[config.mk]
export PLATFORM = sky130hd
export DESIGN_NAME = ata_pio_sector_sequencer_core_flat
export DESIGN_NICKNAME = d
export VERILOG_FILES = /design/src/rtl/core/aps_pkg.sv /design/src/rtl/core/aps_if.sv /design/src/rtl/core/aps_front.sv /design/src/rtl/core/aps_queue.sv /design/src/rtl/core/aps_back.sv /design/src/rtl/core/ata_pio_sector_sequencer_core.sv /design/src/flat_wrapper.sv
export SDC_FILE = /design/constraint.sdc
export NUM_CORES = 1
export LEC_CHECK = 0
export BUFFER_PORTS_ARGS = -buffer_cell sky130_fd_sc_hd__buf_2
export CAP_MARGIN = 20
export CORE_MARGIN = 2
export CORE_UTILIZATION = 43
export CTS_CLUSTER_SIZE = 8
export DETAILED_ROUTE_END_ITERATION = 7
export HOLD_SLACK_MARGIN = 0.12
export REMOVE_ABC_BUFFERS = 1
export SETUP_SLACK_MARGIN = 0.05
export SLEW_MARGIN = 5
export SYNTH_ARGS = -nofsm -noshare
export SYNTH_HDL_FRONTEND = slang
export SYNTH_SLANG_ARGS = --single-unit
export TNS_END_PERCENT = 5
[constraint.sdc]
create_clock -name clk -period 3.9 [get_ports clk]
set_clock_uncertainty 0.15 [all_clocks]
set_input_delay 0.195 -clock clk [delete_from_list [all_inputs] [get_ports clk]]
set_output_delay 0.195 -clock clk [all_outputs]
set_load 0.1 [all_outputs]
[src/rtl/core/aps_pkg.sv]
// Shared types, constants and helper functions of the ATA PIO sector sequencer.
`timescale 1ns / 1ps
package aps_pkg;

	// Default sector size in 16-bit words.
	localparam int WORDS_PER_SECTOR_DEF = 256;

	// Depth of the job queue between front and back.
	localparam int QUEUE_DEPTH = 4;
	localparam int QUEUE_IDX_W = $clog2(QUEUE_DEPTH);
	localparam int QUEUE_CNT_W = $clog2(QUEUE_DEPTH + 1);

	// Input item codes.
	typedef enum logic [1:0] {
		MODE_READ_REQ  = 2'd0,
		MODE_WRITE_REQ = 2'd1,
		MODE_STATUS    = 2'd2,
		MODE_DATA      = 2'd3
	} aps_mode_t;

	// Result item codes.
	typedef enum logic [1:0] {
		KIND_BYTE_WR   = 2'd0,
		KIND_STATUS_RD = 2'd1,
		KIND_WORD_WR   = 2'd2,
		KIND_READ_DATA = 2'd3
	} aps_kind_t;

	// Task-file register offsets.
	localparam logic [15:0] REG_DATA    = 16'd0;
	localparam logic [15:0] REG_ERROR   = 16'd1;
	localparam logic [15:0] REG_COUNT   = 16'd2;
	localparam logic [15:0] REG_LBA_LO  = 16'd3;
	localparam logic [15:0] REG_LBA_MID = 16'd4;
	localparam logic [15:0] REG_LBA_HI  = 16'd5;
	localparam logic [15:0] REG_HEAD    = 16'd6;
	localparam logic [15:0] REG_CMD     = 16'd7;

	// Command and mask constants.
	localparam logic [7:0] CMD_READ28   = 8'h20;
	localparam logic [7:0] CMD_READ48   = 8'h24;
	localparam logic [7:0] CMD_WRITE28  = 8'h30;
	localparam logic [7:0] CMD_WRITE48  = 8'h34;
	localparam logic [7:0] HEAD_LBA28   = 8'hE0;
	localparam logic [7:0] HEAD_LBA48   = 8'h40;
	localparam logic [7:0] FILL_CHAR    = 8'h2E;
	localparam int         DRQ_BIT      = 3;

	// Results per request: task-file writes, command byte, status read.
	localparam int         STEP_W       = 4;
	localparam logic [STEP_W-1:0] LAST_STEP48 = STEP_W'(12);
	localparam logic [STEP_W-1:0] LAST_STEP28 = STEP_W'(7);

	// One unit of work handed from the front to the back.
	typedef struct packed {
		logic        is_req;
		logic        wr;
		logic        l48;
		logic        drv;
		logic [15:0] base;
		logic [47:0] lba;
		aps_kind_t   kind;
		logic [15:0] value;
		logic        last;
	} aps_job_t;

	// One result item.
	typedef struct packed {
		aps_kind_t   kind;
		logic [15:0] port;
		logic [15:0] value;
		logic        last;
	} aps_result_t;

	// Replace every zero byte of a read word by the fill character.
	function automatic logic [15:0] dot_fill(input logic [15:0] w);
		logic [7:0] lo;
		logic [7:0] hi;
		lo = (w[7:0] == 8'd0) ? FILL_CHAR : w[7:0];
		hi = (w[15:8] == 8'd0) ? FILL_CHAR : w[15:8];
		return {hi, lo};
	endfunction

	// Result of one step of a request sequence.
	function automatic aps_result_t req_step(input aps_job_t j, input logic [STEP_W-1:0] s);
		aps_result_t r;
		logic [15:0] off;
		logic [7:0]  val;
		logic [7:0]  cmd;
		if (j.l48) begin
			cmd = j.wr ? CMD_WRITE48 : CMD_READ48;
		end else begin
			cmd = j.wr ? CMD_WRITE28 : CMD_READ28;
		end
		off = REG_CMD;
		val = 8'd0;
		r.kind = KIND_BYTE_WR;
		if (j.l48) begin
			unique case (s)
				4'd0:    begin off = REG_ERROR;   val = 8'd0;         end
				4'd1:    begin off = REG_ERROR;   val = 8'd0;         end
				4'd2:    begin off = REG_COUNT;   val = 8'd0;         end
				4'd3:    begin off = REG_COUNT;   val = 8'd1;         end
				4'd4:    begin off = REG_LBA_LO;  val = j.lba[31:24]; end
				4'd5:    begin off = REG_LBA_LO;  val = j.lba[7:0];   end
				4'd6:    begin off = REG_LBA_MID; val = j.lba[39:32]; end
				4'd7:    begin off = REG_LBA_MID; val = j.lba[15:8];  end
				4'd8:    begin off = REG_LBA_HI;  val = j.lba[47:40]; end
				4'd9:    begin off = REG_LBA_HI;  val = j.lba[23:16]; end
				4'd10:   begin off = REG_HEAD;    val = HEAD_LBA48 | {3'd0, j.drv, 4'd0}; end
				4'd11:   begin off = REG_CMD;     val = cmd;          end
				default: begin off = REG_CMD;     val = 8'd0; r.kind = KIND_STATUS_RD; end
			endcase
		end else begin
			unique case (s)
				4'd0:    begin off = REG_ERROR;   val = 8'd0;         end
				4'd1:    begin off = REG_COUNT;   val = 8'd1;         end
				4'd2:    begin off = REG_LBA_LO;  val = j.lba[7:0];   end
				4'd3:    begin off = REG_LBA_MID; val = j.lba[15:8];  end
				4'd4:    begin off = REG_LBA_HI;  val = j.lba[23:16]; end
				4'd5:    begin
					off = REG_HEAD;
					val = HEAD_LBA28 | {3'd0, j.drv, j.lba[27:24]};
				end
				4'd6:    begin off = REG_CMD;     val = cmd;          end
				default: begin off = REG_CMD;     val = 8'd0; r.kind = KIND_STATUS_RD; end
			endcase
		end
		r.port  = j.base + off;
		r.value = {8'd0, val};
		r.last  = 1'b0;
		return r;
	endfunction

endpackage

[src/rtl/core/aps_if.sv]
// Handshake channels of the ATA PIO sector sequencer: request items and result items.
`timescale 1ns / 1ps
interface aps_in_if;
	logic        valid;
	logic        ready;
	logic [1:0]  mode;
	logic        use_lba48;
	logic        drive;
	logic [15:0] bus_base;
	logic [47:0] lba;
	logic [7:0]  status_byte;
	logic [15:0] data_word;

	modport source (output valid, mode, use_lba48, drive, bus_base, lba, status_byte,
		data_word, input ready);
	modport sink (input valid, mode, use_lba48, drive, bus_base, lba, status_byte,
		data_word, output ready);
endinterface

interface aps_out_if;
	logic        valid;
	logic        ready;
	logic [1:0]  access_kind;
	logic [15:0] port_address;
	logic [15:0] access_value;
	logic        last;

	modport source (output valid, access_kind, port_address, access_value, last,
		input ready);
	modport sink (input valid, access_kind, port_address, access_value, last,
		output ready);
endinterface

[src/rtl/core/aps_front.sv]
// Front part: accepts items, tracks the transfer phase and queues the work they cause.
`timescale 1ns / 1ps
module aps_front #(
	parameter int WORDS_PER_SECTOR = aps_pkg::WORDS_PER_SECTOR_DEF
) (
	input  logic             clk,
	input  logic             arst_n,
	aps_in_if.sink           cmd,
	input  logic             q_full,
	output logic             push,
	output aps_pkg::aps_job_t push_job
);
	import aps_pkg::*;

	localparam int WC_W = (WORDS_PER_SECTOR > 1) ? $clog2(WORDS_PER_SECTOR) : 1;
	localparam logic [WC_W-1:0] WC_LAST = WC_W'(WORDS_PER_SECTOR - 1);

	typedef enum logic [4:0] {
		PH_IDLE  = 5'b00001,
		PH_RWAIT = 5'b00010,
		PH_WWAIT = 5'b00100,
		PH_RDATA = 5'b01000,
		PH_WDATA = 5'b10000
	} phase_t;

	phase_t        phase_q, phase_d;
	logic [WC_W-1:0] word_count_q, word_count_d;
	logic [15:0]   saved_base_q, saved_base_d;
	logic          accept;
	logic          fin;
	aps_mode_t     mode;

	assign cmd.ready = !q_full;
	assign accept    = cmd.valid && cmd.ready;
	assign mode      = aps_mode_t'(cmd.mode);
	assign fin       = (word_count_q == WC_LAST);

	// Classify the item against the current phase.
	always_comb begin
		phase_d      = phase_q;
		word_count_d = word_count_q;
		saved_base_d = saved_base_q;
		push         = 1'b0;
		push_job       = '0;
		push_job.is_req = 1'b0;
		push_job.wr    = (mode == MODE_WRITE_REQ);
		push_job.l48   = cmd.use_lba48;
		push_job.drv   = cmd.drive;
		push_job.lba   = cmd.lba;
		push_job.base  = cmd.bus_base;
		push_job.kind  = KIND_STATUS_RD;
		push_job.value = 16'd0;
		push_job.last  = 1'b0;
		if (accept) begin
			unique case (mode)
				MODE_READ_REQ, MODE_WRITE_REQ: begin
					if (phase_q == PH_IDLE) begin
						push            = 1'b1;
						push_job.is_req = 1'b1;
						saved_base_d    = cmd.bus_base;
						word_count_d    = '0;
						phase_d = (mode == MODE_READ_REQ) ? PH_RWAIT : PH_WWAIT;
					end
				end
				MODE_STATUS: begin
					if (phase_q == PH_RWAIT || phase_q == PH_WWAIT) begin
						if (cmd.status_byte[DRQ_BIT]) begin
							phase_d      = (phase_q == PH_RWAIT) ? PH_RDATA : PH_WDATA;
							word_count_d = '0;
						end else begin
							push          = 1'b1;
							push_job.kind = KIND_STATUS_RD;
							push_job.base = saved_base_q + REG_CMD;
						end
					end
				end
				MODE_DATA: begin
					if (phase_q == PH_RDATA || phase_q == PH_WDATA) begin
						push          = 1'b1;
						push_job.base = saved_base_q + REG_DATA;
						push_job.last = fin;
						if (phase_q == PH_RDATA) begin
							push_job.kind  = KIND_READ_DATA;
							push_job.value = dot_fill(cmd.data_word);
						end else begin
							push_job.kind  = KIND_WORD_WR;
							push_job.value = cmd.data_word;
						end
						if (fin) begin
							phase_d      = PH_IDLE;
							word_count_d = '0;
						end else begin
							word_count_d = word_count_q + WC_W'(1);
						end
					end
				end
				default: begin
				end
			endcase
		end
	end

	// Phase, word count and channel base.
	always_ff @(posedge clk or negedge arst_n) begin
		if (!arst_n) begin
			phase_q      <= PH_IDLE;
			word_count_q <= '0;
			saved_base_q <= '0;
		end else begin
			phase_q      <= phase_d;
			word_count_q <= word_count_d;
			saved_base_q <= saved_base_d;
		end
	end

endmodule

[src/rtl/core/aps_queue.sv]
// Short job queue between the front and the back.
`timescale 1ns / 1ps
module aps_queue (
	input  logic              clk,
	input  logic              arst_n,
	input  logic              push,
	input  aps_pkg::aps_job_t push_job,
	output logic              full,
	input  logic              pop,
	output logic              head_valid,
	output aps_pkg::aps_job_t head_job
);
	import aps_pkg::*;

	aps_job_t                entries_q [QUEUE_DEPTH];
	logic [QUEUE_IDX_W-1:0]  wr_ptr_q;
	logic [QUEUE_IDX_W-1:0]  rd_ptr_q;
	logic [QUEUE_CNT_W-1:0]  count_q;
	logic                    do_push;
	logic                    do_pop;

	assign full       = (count_q == QUEUE_CNT_W'(QUEUE_DEPTH));
	assign head_valid = (count_q != '0);
	assign head_job   = entries_q[rd_ptr_q];
	assign do_push    = push && !full;
	assign do_pop     = pop && head_valid;

	// Entry storage.
	always_ff @(posedge clk) begin
		if (do_push) begin
			entries_q[wr_ptr_q] <= push_job;
		end
	end

	// Pointers and fill level.
	always_ff @(posedge clk or negedge arst_n) begin
		if (!arst_n) begin
			wr_ptr_q <= '0;
			rd_ptr_q <= '0;
			count_q  <= '0;
		end else begin
			if (do_push) begin
				wr_ptr_q <= wr_ptr_q + QUEUE_IDX_W'(1);
			end
			if (do_pop) begin
				rd_ptr_q <= rd_ptr_q + QUEUE_IDX_W'(1);
			end
			if (do_push && !do_pop) begin
				count_q <= count_q + QUEUE_CNT_W'(1);
			end else if (do_pop && !do_push) begin
				count_q <= count_q - QUEUE_CNT_W'(1);
			end
		end
	end

endmodule

[src/rtl/core/aps_back.sv]
// Back part: expands queued jobs into result items and holds them in the output register.
`timescale 1ns / 1ps
module aps_back (
	input  logic              clk,
	input  logic              arst_n,
	input  logic              head_valid,
	input  aps_pkg::aps_job_t head_job,
	output logic              pop,
	aps_out_if.source         rsp
);
	import aps_pkg::*;

	logic [STEP_W-1:0] step_q;
	logic              out_valid_q;
	aps_result_t       out_q;
	aps_result_t       next_res;
	logic              load;
	logic              job_done;

	// Result for the current step of the head job.
	always_comb begin
		if (head_job.is_req) begin
			next_res = req_step(head_job, step_q);
			job_done = head_job.l48 ? (step_q == LAST_STEP48) : (step_q == LAST_STEP28);
		end else begin
			next_res.kind  = head_job.kind;
			next_res.port  = head_job.base;
			next_res.value = head_job.value;
			next_res.last  = head_job.last;
			job_done       = 1'b1;
		end
	end

	assign load = head_valid && (!out_valid_q || rsp.ready);
	assign pop  = load && job_done;

	// Step counter and output valid.
	always_ff @(posedge clk or negedge arst_n) begin
		if (!arst_n) begin
			step_q      <= '0;
			out_valid_q <= 1'b0;
		end else begin
			if (load) begin
				step_q <= job_done ? '0 : step_q + STEP_W'(1);
			end
			if (load) begin
				out_valid_q <= 1'b1;
			end else if (rsp.ready) begin
				out_valid_q <= 1'b0;
			end
		end
	end

	// Output payload register.
	always_ff @(posedge clk) begin
		if (load) begin
			out_q <= next_res;
		end
	end

	assign rsp.valid        = out_valid_q;
	assign rsp.access_kind  = out_q.kind;
	assign rsp.port_address = out_q.port;
	assign rsp.access_value = out_q.value;
	assign rsp.last         = out_q.last;

endmodule

[src/rtl/core/ata_pio_sector_sequencer_core.sv]
// Top level of the ATA PIO sector sequencer: front, job queue and back.
// The first result of an item passes through the job queue and then the output register.
// Throughput: status and data items are taken one per cycle while the job queue has room, each giving at
// most one result; results leave one per cycle while rsp.ready is high. A read or write request expands in
// the back into 8 (LBA28) or 13 (LBA48) results. Input is taken while the four-entry job queue has room.
// Reset is asynchronous: phase returns to idle, counts and queue empty, no result valid.
`timescale 1ns / 1ps
module ata_pio_sector_sequencer_core #(
	parameter int WORDS_PER_SECTOR = aps_pkg::WORDS_PER_SECTOR_DEF
) (
	input  logic      clk,
	input  logic      arst_n,
	aps_in_if.sink    cmd,
	aps_out_if.source rsp
);
	import aps_pkg::*;

	logic     push;
	aps_job_t push_job;
	logic     q_full;
	logic     pop;
	logic     head_valid;
	aps_job_t head_job;

	aps_front #(
		.WORDS_PER_SECTOR(WORDS_PER_SECTOR)
	) u_front (
		.clk      (clk),
		.arst_n   (arst_n),
		.cmd      (cmd),
		.q_full   (q_full),
		.push     (push),
		.push_job (push_job)
	);

	aps_queue u_queue (
		.clk        (clk),
		.arst_n     (arst_n),
		.push       (push),
		.push_job   (push_job),
		.full       (q_full),
		.pop        (pop),
		.head_valid (head_valid),
		.head_job   (head_job)
	);

	aps_back u_back (
		.clk        (clk),
		.arst_n     (arst_n),
		.head_valid (head_valid),
		.head_job   (head_job),
		.pop        (pop),
		.rsp        (rsp)
	);

endmodule

[src/flat_wrapper.sv]
// flat-port wrapper written by rule: the top's interface ports become plain ports
module ata_pio_sector_sequencer_core_flat import aps_pkg::*;
#(
	parameter int WORDS_PER_SECTOR = aps_pkg::WORDS_PER_SECTOR_DEF
)
  (clk, arst_n, cmd_valid, cmd_mode, cmd_use_lba48, cmd_drive, cmd_bus_base, cmd_lba, cmd_status_byte, cmd_data_word, cmd_ready, rsp_valid, rsp_access_kind, rsp_port_address, rsp_access_value, rsp_last, rsp_ready);
  aps_in_if cmd_i ();
  aps_out_if rsp_i ();
  input  logic clk;
  input  logic arst_n;
  input wire logic [$bits(cmd_i.valid)-1:0] cmd_valid;
  input wire logic [$bits(cmd_i.mode)-1:0] cmd_mode;
  input wire logic [$bits(cmd_i.use_lba48)-1:0] cmd_use_lba48;
  input wire logic [$bits(cmd_i.drive)-1:0] cmd_drive;
  input wire logic [$bits(cmd_i.bus_base)-1:0] cmd_bus_base;
  input wire logic [$bits(cmd_i.lba)-1:0] cmd_lba;
  input wire logic [$bits(cmd_i.status_byte)-1:0] cmd_status_byte;
  input wire logic [$bits(cmd_i.data_word)-1:0] cmd_data_word;
  output wire logic [$bits(cmd_i.ready)-1:0] cmd_ready;
  output wire logic [$bits(rsp_i.valid)-1:0] rsp_valid;
  output wire logic [$bits(rsp_i.access_kind)-1:0] rsp_access_kind;
  output wire logic [$bits(rsp_i.port_address)-1:0] rsp_port_address;
  output wire logic [$bits(rsp_i.access_value)-1:0] rsp_access_value;
  output wire logic [$bits(rsp_i.last)-1:0] rsp_last;
  input wire logic [$bits(rsp_i.ready)-1:0] rsp_ready;
  assign cmd_i.valid = cmd_valid;
  assign cmd_i.mode = cmd_mode;
  assign cmd_i.use_lba48 = cmd_use_lba48;
  assign cmd_i.drive = cmd_drive;
  assign cmd_i.bus_base = cmd_bus_base;
  assign cmd_i.lba = cmd_lba;
  assign cmd_i.status_byte = cmd_status_byte;
  assign cmd_i.data_word = cmd_data_word;
  assign cmd_ready = cmd_i.ready;
  assign rsp_valid = rsp_i.valid;
  assign rsp_access_kind = rsp_i.access_kind;
  assign rsp_port_address = rsp_i.port_address;
  assign rsp_access_value = rsp_i.access_value;
  assign rsp_last = rsp_i.last;
  assign rsp_i.ready = rsp_ready;
  ata_pio_sector_sequencer_core #(.WORDS_PER_SECTOR(WORDS_PER_SECTOR)) u_core (.clk(clk), .arst_n(arst_n), .cmd(cmd_i), .rsp(rsp_i));
endmodule
==> impl_metrics.yaml, run 1 <==
global_routing:
  grt_antenna_before_repair: 0
  overflow: 0
  track_usage_pct: 18.8
  grt_pass1_vias: 10800
  grt_first_pass_wirelength_mm: 62.4
  grt_max_degree: 100
placement:
  place_congestion: 0.804
  post-place-ws_ns: 0.454
  dp_hpwl_mm: 24.8
  portBuffers: 125
cts:
  clk_pin_slew_ns: 0.05
  cts_tree: "built"
  cts_buffer_depth: 3
  clkLatencyLatePin_ns: 0.59
  root_buffer: "clkbuf_16"
  post_cts_buffers: 0
  cts_buffers: 59
  cts_resized: 0
  hold_buffers: 91
  clock_sinks: 424
  h-tree-depth: 2
route:
  highest_layer: "met4"
  wl_met2_mm: 19.5
  wl_met3_mm: 2.26
  drt_iter0_drc: 786
  wl_met1_mm: 17.8
  wl_per_cell_um: 21.2
  drcViolationCount: 0
  firstDrtPassIters: 5
  wirelength_mm: 40.5
  vias: 10500
  via_per_inst: 5.51
  drtAntennaViolNets: 0
pwr:
  ir_drop_mv: 0.452
  p_per_area_mw_per_mm2: 698
  power_leakage_nw: 7.83
  report.power.total_mw: 15.4
finish:
  final_layout_size_suffix_gt1_share_pct: 24.4
  fill_cells: 3359
  fin_nets: 1432
  diodes: 0
  syn_to_final_growth_pct: 21.9
synthesis:
  synthArstFlopShare_pct: 9.67
  synth_flop_cell: "edfxtp_1"
  synth.yosys.warnings: 0
  netlist_instances: 1073
  synthDistinctLibCells: 76
  synth_seq_area_share_pct: 69.3
  synth_largest_area_cell: "edfxtp_1"
  synth_area_leaders: "edfxtp_1, mux4_2, dfrtp_1"
  synth_edf_count: 383
  avgSynthCellArea_um2: 16.9
  synth.cell_area_mm2: 0.0181
  synth_top_area_share_pct: 63.6
  ys_ff_latch: 424
die:
  rows: 75
  fp.dieH_um: 209
  die_width_um: 209
  io_pins: 133
  die-area_mm2: 0.0437
  coreArea_mm2: 0.0418
  start_util_pct: 43.3
setup_path:
  worst_path_max_delay_cell: "ha_1"
  critPathMostFrequentCell: "a21oi_1"
  critical_path.top_delay_family: "compound AO/OA/AOI/OAI gates"
  rrSetupSlack_ns: 0.44
  crit_chain: "inv_1 > ha_1 > o21ai_0 > a21oi_1 > nor4b_1 > a21oi_1 > ha_1 > a21o_1 > a21oi_1 > and4bb_2 > nand3_1 > xnor2_1"
  crit_arrival_ns: 3.65
  cp-start-kind: "register"
  worstSetupPathType: "reg2reg"
  end_kind: "register"
  reg2reg_depth: 12
  crit_path_max_incr_delay_ns: 0.46
  worstPathMaxFanout: 13
  crit_cells: 12
  cp_num_buf_inv: 1
  required_ns: 4.08
sta:
  worst_slew_pin_slew_ns: 1.16
  maxSlewHeadroom_pct: 22.2
  setup_viol: 0
  min_period_over_period_pct: 88.8
  grt_setup_unrepaired: "false"
  max_freq_ghz: 0.289
  whs_ns: 0.157
  report.final.hold_viol_count: 0
  fin_crit_ns: 3.46
  slew_violations: 0
  worst_slack_ns: 0.436
worst_hold_path:
  hold_path_class: "in2reg"
  hold_path_depth: 5
job:
  max_cap_violations: 0
status:
  outcome: "completed"
synth_stat cells, drive strengths merged (18+ instances only):
master / instances
mux4: 81
o21ai: 43
and3: 22
buf: 30
a22oi: 23
nand3: 20
clkbuf: 27
nand2: 72
edfxtp: 383
nor2b: 18
mux2: 28
dfrtp: 40
nor2: 49
a21oi: 23
power by group:
part	switching [mW]	internal [mW]	leakage (nW)	total (mW)
combinational	3.35	1.65	2.93	5.00
sequential	0.164	5.55	4.08	5.72
clock	1.82	2.87	0.813	4.69
placed cells by master, fill, tap and decap left out, types with 7 or more instances in the layout:
master         count
xor2_1            11
a22o_1             8
inv_1             15
dlygate4sd3_1     91
clkbuf_1          49
ha_1              14
nor2_1            49
mux2i_1           12
buf_2            125
nor2b_1           18
clkbuf_16         60
a21oi_1           23
o21ai_0           38
o211ai_1           7
nand2_1           72
buf_4             15
a22oi_1           23
edfxtp_1         383
dfrtp_1           38
and3_1            22
nor3_1             9
buf_12            10
mux4_2            72
nand4_1            7
nand3_1           20
mux2_2            28
mux4_1             9
a31oi_1           10
xnor2_1           12
metal layers:
metal | GRT usage, % | up-vias
met1 | 25.7 | 5307
met4 | 5.52 | 0
met3 | 3.38 | 69
li1 | - | 4833
met5 | 0 | -
met2 | 31.0 | 313
worst reg2reg max path: stages, from the launching register on:
cell and delay, ns:
dfrtp_1 0.41, inv_1 0.14, ha_1 0.46, o21ai_0 0.16, a21oi_1 0.19, nor4b_1 0.25, a21oi_1 0.16, ha_1 0.33
a21o_1 0.18, a21oi_1 0.30, and4bb_2 0.31, nand3_1 0.11, xnor2_1 0.07
path summary, 6_finish.rpt:
kind,start,endpoint
worst max register to register,u_core.u_back.step_q[0],u_core.u_back.rsp.port_address[13]
worst min-delay path,cmd_status_byte[3],u_core.u_queue.wr_ptr_q[0]
min in group asynchronous,arst_n,u_core.u_front.saved_base_q[13]
worst max-delay path,u_core.u_back.step_q[0],u_core.u_back.rsp.port_address[13]
max in group asynchronous,arst_n,u_core.u_queue.rd_ptr_q[0]
worst min register to register,u_core.u_queue.count_q[2],u_core.u_queue.count_q[2]
per-stage QoR:
| stage | std cells | cell area [um2] | util (%) | TNS (ns) |
|---|---|---|---|---|
| finish | 1909 | 22100 | 52.8 | 0 |
| global placement | 1705 | 19400 | 46.5 | 0 |
| detailed placement | 1705 | 19400 | 46.5 | 0 |
| global route | 1909 | 22100 | 52.8 | 0 |
| CTS | 1907 | 22000 | 52.8 | 0 |
| floorplan | 1016 | 17800 | - | -297.01 |
layout make-up:
cell class                 count  area, um2  share of cell area, %
timing repair buffer         243       1860                   8.44
multi-input combinational    576       5200                   23.6
inverter                      16       60.1                  0.272
clock buffer                 109       1690                   7.64
tap                          539        674                   3.06
sequential                   424      12500                   56.8
clock inverter                 2       38.8                  0.176
sequential cells by signal, indices dropped and copies added, names as in the netlist:
name	flops
u_core.u_front.phase_q	5
u_core.u_front.saved_base_q	16
u_core.u_queue.rd_ptr_q	2
u_core.u_back.rsp.access_value	16
u_core.u_front.word_count_q	8
u_core.u_back.rsp.last	1
u_core.u_back.step_q	4
u_core.u_back.rsp.valid	1
u_core.u_queue.wr_ptr_q	2
u_core.u_back.rsp.port_address	16
u_core.u_queue.count_q	3
u_core.u_back.rsp.access_kind	2
u_core.u_queue.entries_q	348
kinds of logic after synthesis:
kind of cell             synth area share, %
multiplexers                            12.7
AO/OA/AOI/OAI                           6.30
buffers and inverters                   2.04
XOR/XNOR                                1.11
flip-flops                              69.3
adder cells (fa/ha/maj)                 1.19
AND/OR/NAND/NOR                         7.41
(Power assumes the default switching activity.)
==> run 2, diff against run 1 <==
==> constraint.sdc (replaced) <==
create_clock -name clk -period 2.9 [get_ports clk]
set_clock_uncertainty 0.15 [all_clocks]
set_input_delay 0.145 -clock clk [delete_from_list [all_inputs] [get_ports clk]]
set_output_delay 0.145 -clock clk [all_outputs]
set_load 0.1 [all_outputs]
==> run 2 against run 1 <==
  * Highest routed layer is now met5
  * The flow now finishes with violations (negative setup slack)
  * Worst hold slack lost 0.0063 ns
  * Critical path type unchanged
  * Core utilization grew 2.3 points
  * Clock-buffer cell count is 10 lower
  * Critical path depth shrank 2
  * Setup slack lost 0.63 ns
  * Routed wire length grew 3.4%
  * Cell area increased by 4.4%
==> impl_metrics.yaml, run 2 (synthesized netlist as in run 1, its figures left out) <==
status:
  violations: "negative setup slack"
  outcome: "complete, but fails checks"
route:
  wl_per_cell_um: 21.0
  via_per_inst: 5.47
  firstDrtPassIters: 5
  drcViolationCount: 0
  drtAntennaViolNets: 0
  wirelength_mm: 41.8
  drt_iter0_drc: 821
  vias: 10900
sta:
  max_freq_ghz: 0.323
  min_period_over_period_pct: 107
  setup_viol: 15
  whs_ns: 0.151
  worst_slack_ns: -0.192
  report.final.hold_viol_count: 0
  maxSlewHeadroom_pct: 52.3
  grt_setup_unrepaired: "true"
  fin_crit_ns: 3.09
  slew_violations: 0
  worst_slew_pin_slew_ns: 0.716
setup_path:
  reg2reg_depth: 10
  crit_path_end: "u_core.u_back.rsp.port_address[2]"
  critical_path.top_delay_family: "adder cells"
  cp_num_buf_inv: 2
  required_ns: 3.06
  crit_arrival_ns: 3.25
  worst_path_max_delay_cell: "mux4_2"
  crit_path_max_incr_delay_ns: 0.56
  cp-start-kind: "register"
  crit_chain: "mux4_2 > or3_1 > a21oi_1 > o21ai_1 > ha_2 > fa_2 > buf_4 > buf_4 > xnor2_2 > a21oi_1"
  end_kind: "register"
  rr_startpoint: "u_core.u_queue.rd_ptr_q[0]"
  worstSetupPathType: "reg2reg"
  crit_cells: 10
  r2r-end: "u_core.u_back.rsp.port_address[2]"
  crit_start: "u_core.u_queue.rd_ptr_q[0]"
  worstPathMaxFanout: 4
  rrSetupSlack_ns: -0.19
die:
  fp.dieH_um: 209
  coreArea_mm2: 0.0418
  io_pins: 133
  start_util_pct: 43.3
  rows: 75
  die-area_mm2: 0.0437
  die_width_um: 209
finish:
  mostFrequentLayoutCells: "edfxtp_1, buf_2, dlygate4sd3_1"
  top_register: "u_core.u_queue.entries_q"
  regArea_mm2: 0.0125
  multi_input_area_mm2: 0.00535
  fill_cells: 3321
  fin_nets: 1524
  syn_to_final_growth_pct: 27.3
  instances_no_fill: 1993
  diodes: 0
  largest_reg_flops: 348
  final_common_cell: "edfxtp_1"
  final_layout_size_suffix_gt1_share_pct: 29.7
  final_util_pct: 55.1
cts:
  root_buffer: "clkbuf_16"
  clock_sinks: 424
  cts_buffer_depth: 3
  clkLatencyLatePin_ns: 0.61
  cts_tree: "built"
  cts_buffers: 59
  clk_pin_slew_ns: 0.05
  h-tree-depth: 2
pwr:
  report.power.total_mw: 21.6
  power_leakage_nw: 8.33
  p_per_area_mw_per_mm2: 937
  ir_drop_mv: 0.489
worst_hold_path:
  hold_start: "cmd_lba[30]"
  hold_path_class: "in2reg"
placement:
  portBuffers: 125
  post-place-ws_ns: -0.314
  place_congestion: 0.827
  dp.cells: 1769
  dp_hpwl_mm: 25.9
global_routing:
  track_usage_pct: 19.4
  grt_first_pass_wirelength_mm: 64.3
  overflow: 0
  grt_max_degree: 72
  grt_pass1_vias: 11200
  grt_antenna_before_repair: 1
job:
  max_cap_violations: 0
==> run 2: cell types whose count changed in the layout (fill, tap and decap cells not counted), moves of 4 or more <==
cell | before | now
a21oi_1 | 23 | 19
a21oi_2 | 0 | 4
buf_4 | 15 | 76
clkbuf_1 | 49 | 40
dlygate4sd3_1 | 91 | 117
ha_1 | 14 | 9
==> run 2: final cells by class <==
cell class | instances | share of cell area, %
clock buffer | 99 | 7.06
timing repair buffer | 335 | 11.7
clock inverter | 4 | 0.342
sequential | 424 | 54.5
inverter | 16 | 0.261
multi-input combinational | 576 | 23.3
tap | 539 | 2.93
==> run 2: worst register-to-register path, cell delays in order, from the launching register on <==
cell,delay (ns)
dfrtp_4,0.41
mux4_2,0.56
or3_1,0.37
a21oi_1,0.13
o21ai_1,0.10
ha_2,0.20
fa_2,0.37
buf_4,0.14
buf_4,0.13
xnor2_2,0.14
a21oi_1,0.10
==> run 2: per-layer routing <==
layer  routed length (um)  up-vias  track usage, %
met5                   13        -               0
met1                18200     5509            26.0
met4                 1340        2            7.56
met3                 2200       91            3.46
li1                     -     4997               -
met2                20000      303            31.8
==> run 2: how the worst min path moves through the flow <==
stage	to	slack, ns	cells past startpoint
final	u_core.u_queue.entries_q[2][49]	0.15	2
after floorplan	u_core.u_back.rsp.valid	-0.30	0
after global placement	u_core.u_front.saved_base_q[11]	0.03	1
after global routing	u_core.u_queue.entries_q[3][66]	0.15	2
after detailed placement	u_core.u_front.saved_base_q[11]	0.03	1
after CTS	u_core.u_queue.entries_q[3][50]	0.12	2
==> run 2: timing repair <==
action / CTS / global route
endpoints found under the hold margin: 405 / 0
hold buffers: 117 / 0
pin swaps: 0 / 16
buffers inserted: 0 / 3
gates cloned: 0 / 0
gates resized for setup: 13 / 27
setup endpoints to repair: 22 / 44
==> run 2: per-stage QoR <==
step | area, um2 | TNS (ns)
2_1_floorplan | 17800 | -689.01
3_3_place_gp | 19900 | -2.99
3_5_place_dp | 19900 | -3.47
4_1_cts | 22900 | -2.15
5_1_grt | 23000 | -4.51
6_report | 23000 | -1.91
==> run 2: power breakdown <==
group,internal [mW],switching (mW),leakage (nW)
registers,7.47,0.239,4.08
clock network,3.79,2.50,0.809
logic,2.84,4.74,3.44
==> run 3, diff against run 2 <==
--- a/config.mk
+++ b/config.mk
@@ -7,11 +7,14 @@
 export LEC_CHECK = 0
 export BUFFER_PORTS_ARGS = -buffer_cell sky130_fd_sc_hd__buf_2
 export CAP_MARGIN = 20
+export CELL_PAD_IN_SITES_DETAIL_PLACEMENT = 1
+export CELL_PAD_IN_SITES_GLOBAL_PLACEMENT = 2
 export CORE_MARGIN = 2
-export CORE_UTILIZATION = 43
+export CORE_UTILIZATION = 41
 export CTS_CLUSTER_SIZE = 8
 export DETAILED_ROUTE_END_ITERATION = 7
 export HOLD_SLACK_MARGIN = 0.12
+export PLACE_DENSITY_LB_ADDON = 0.1
 export REMOVE_ABC_BUFFERS = 1
 export SETUP_SLACK_MARGIN = 0.05
 export SLEW_MARGIN = 5
==> run 3 against run 2 <==
  * The flow still finishes with violations (negative setup slack)
  * Sequential power is essentially flat
  * Combinational power is 3.7% higher
  * Critical endpoint is now u_core.u_back.rsp.port_address[13]
  * Setup slack worse by 0.043 ns
  * Clock power barely moved
==> impl_metrics.yaml, run 3 (synthesized netlist as in run 1, its figures left out) <==
finish:
  largest_reg_flops: 348
  syn_to_final_growth_pct: 28.4
  fill_cells: 4088
  final_layout_size_suffix_gt1_share_pct: 30.4
  top_register: "u_core.u_queue.entries_q"
  final_common_cell: "edfxtp_1"
  fin_nets: 1534
  instances_no_fill: 2045
  mostFrequentLayoutCells: "edfxtp_1, buf_2, dlygate4sd3_1"
  multi_input_area_mm2: 0.00539
  finalInstanceArea_mm2: 0.0232
  regArea_mm2: 0.0125
  final_util_pct: 53.7
setup_path:
  required_ns: 3.11
  worstPathMaxFanout: 7
  crit_arrival_ns: 3.34
  end_kind: "register"
  cp-start-kind: "register"
  worstSetupPathType: "reg2reg"
placement:
  place_congestion: 0.803
  portBuffers: 125
  place_area_mm2: 0.0201
  post-place-ws_ns: -0.416
  dp.cells: 1823
  dp_hpwl_mm: 30.1
die:
  coreArea_mm2: 0.0433
  io_pins: 133
  die_width_um: 214
  die-area_mm2: 0.0458
  rows: 76
  fp.dieH_um: 214
  start_util_pct: 41.8
global_routing:
  grt_pass1_vias: 12200
  grt_max_degree: 74
  grt_first_pass_wirelength_mm: 72.9
  overflow: 0
  track_usage_pct: 20.7
  grt_antenna_before_repair: 2
sta:
  worst_slew_pin_slew_ns: 0.679
  maxSlewHeadroom_pct: 54.1
  tns_ns: -2.13
  grt_setup_unrepaired: "true"
  report.final.hold_viol_count: 0
  fin_crit_ns: 3.13
  slew_violations: 0
  min_period_over_period_pct: 108
  setup_viol: 13
  whs_ns: 0.147
  worst_slack_ns: -0.235
  max_freq_ghz: 0.319
route:
  wl_per_cell_um: 22.8
  vias: 11000
  drcViolationCount: 0
  via_per_inst: 5.38
  drt_iter0_drc: 503
  firstDrtPassIters: 4
  drtAntennaViolNets: 0
  wirelength_mm: 46.7
pwr:
  p_sw_mw: 7.67
  p_seq_share_pct: 35.2
  report.power.total_mw: 21.8
  swShare_pct: 35.1
  p_clk_share_pct: 28.8
  p_comb_share_pct: 36.0
  p_per_area_mw_per_mm2: 940
  p_int_mw: 14.2
  ir_drop_mv: 0.596
  power_leakage_nw: 8.38
status:
  outcome: "complete, but fails checks"
  violations: "negative setup slack"
job:
  max_cap_violations: 0
worst_hold_path:
  hold_path_class: "in2reg"
cts:
  clock_sinks: 424
  root_buffer: "clkbuf_16"
  clk_pin_slew_ns: 0.05
  clkLatencyLatePin_ns: 0.61
  cts_buffers: 59
  cts_buffer_depth: 3
  cts_tree: "built"
  h-tree-depth: 2
[run 3: worst max-delay path: stages (launching register included)]
cell,delay [ns]
dfrtp_2,0.42
inv_2,0.08
ha_2,0.20
buf_4,0.17
and3b_1,0.22
o41ai_4,0.40
nand2_2,0.11
ha_4,0.32
a21oi_2,0.06
buf_4,0.15
and4bb_2,0.35
nand3_1,0.11
xnor2_1,0.13
[run 3: area by class of cell]
type	instances	share of cell area [%]
diodes	1	0.0108
repair buffers	345	12.2
clock inverters	4	0.242
clock buffers	94	6.97
flip-flops and latches	424	54.0
inverters	16	0.259
multi-input cells	576	23.2
well taps	585	3.15
[run 3: per-layer routing]
metal	up-vias	wire (um)	share of wire [%]	GRT usage, %
met1	5706	20400	44	27.1
li1	5010	-	-	-
met2	235	23700	51	35.8
met3	58	1830	3.9	3.72
met4	2	817	1.7	5.03
met5	-	7	0.015	0
[run 3: power groups by stage]
stage | Sequential (mW) | Combinational [mW] | Clock (mW)
after global placement | 7.78 | 7.29 | 0
after floorplan | 9.97 | 2.99 | 0
final | 7.70 | 7.86 | 6.28
after global routing | 7.75 | 8.40 | 6.68
after detailed placement | 7.81 | 7.36 | 0
after CTS | 7.70 | 7.63 | 6.45
[run 3: path summary, 6_finish.rpt]
path | start | end | slack (ns) | cells past startpoint
setup / recovery | u_core.u_back.step_q[0] | u_core.u_back.rsp.port_address[13] | -0.23 | 12
min in group asynchronous | arst_n | u_core.u_front.phase_q[0] | 0.53 | 3
hold / removal | cmd_drive | u_core.u_queue.entries_q[3][83] | 0.15 | 2
max in group asynchronous | arst_n | u_core.u_front.phase_q[3] | 1.21 | 5
setup reg to reg | u_core.u_back.step_q[0] | u_core.u_back.rsp.port_address[13] | -0.23 | 12
hold reg to reg | u_core.u_queue.count_q[2] | u_core.u_queue.count_q[2] | 0.34 | 1
[run 3: what timing repair did]
| item | 4_1_cts | 5_1_grt |
|---|---|---|
| pin swaps | 5 | 13 |
| gates resized for setup | 18 | 32 |
| setup endpoints to repair | 24 | 29 |
| cloned | 0 | 1 |
| setup buffers | 0 | 1 |
| hold buffers | 120 | 0 |
| hold endpoints to repair | 402 | 0 |
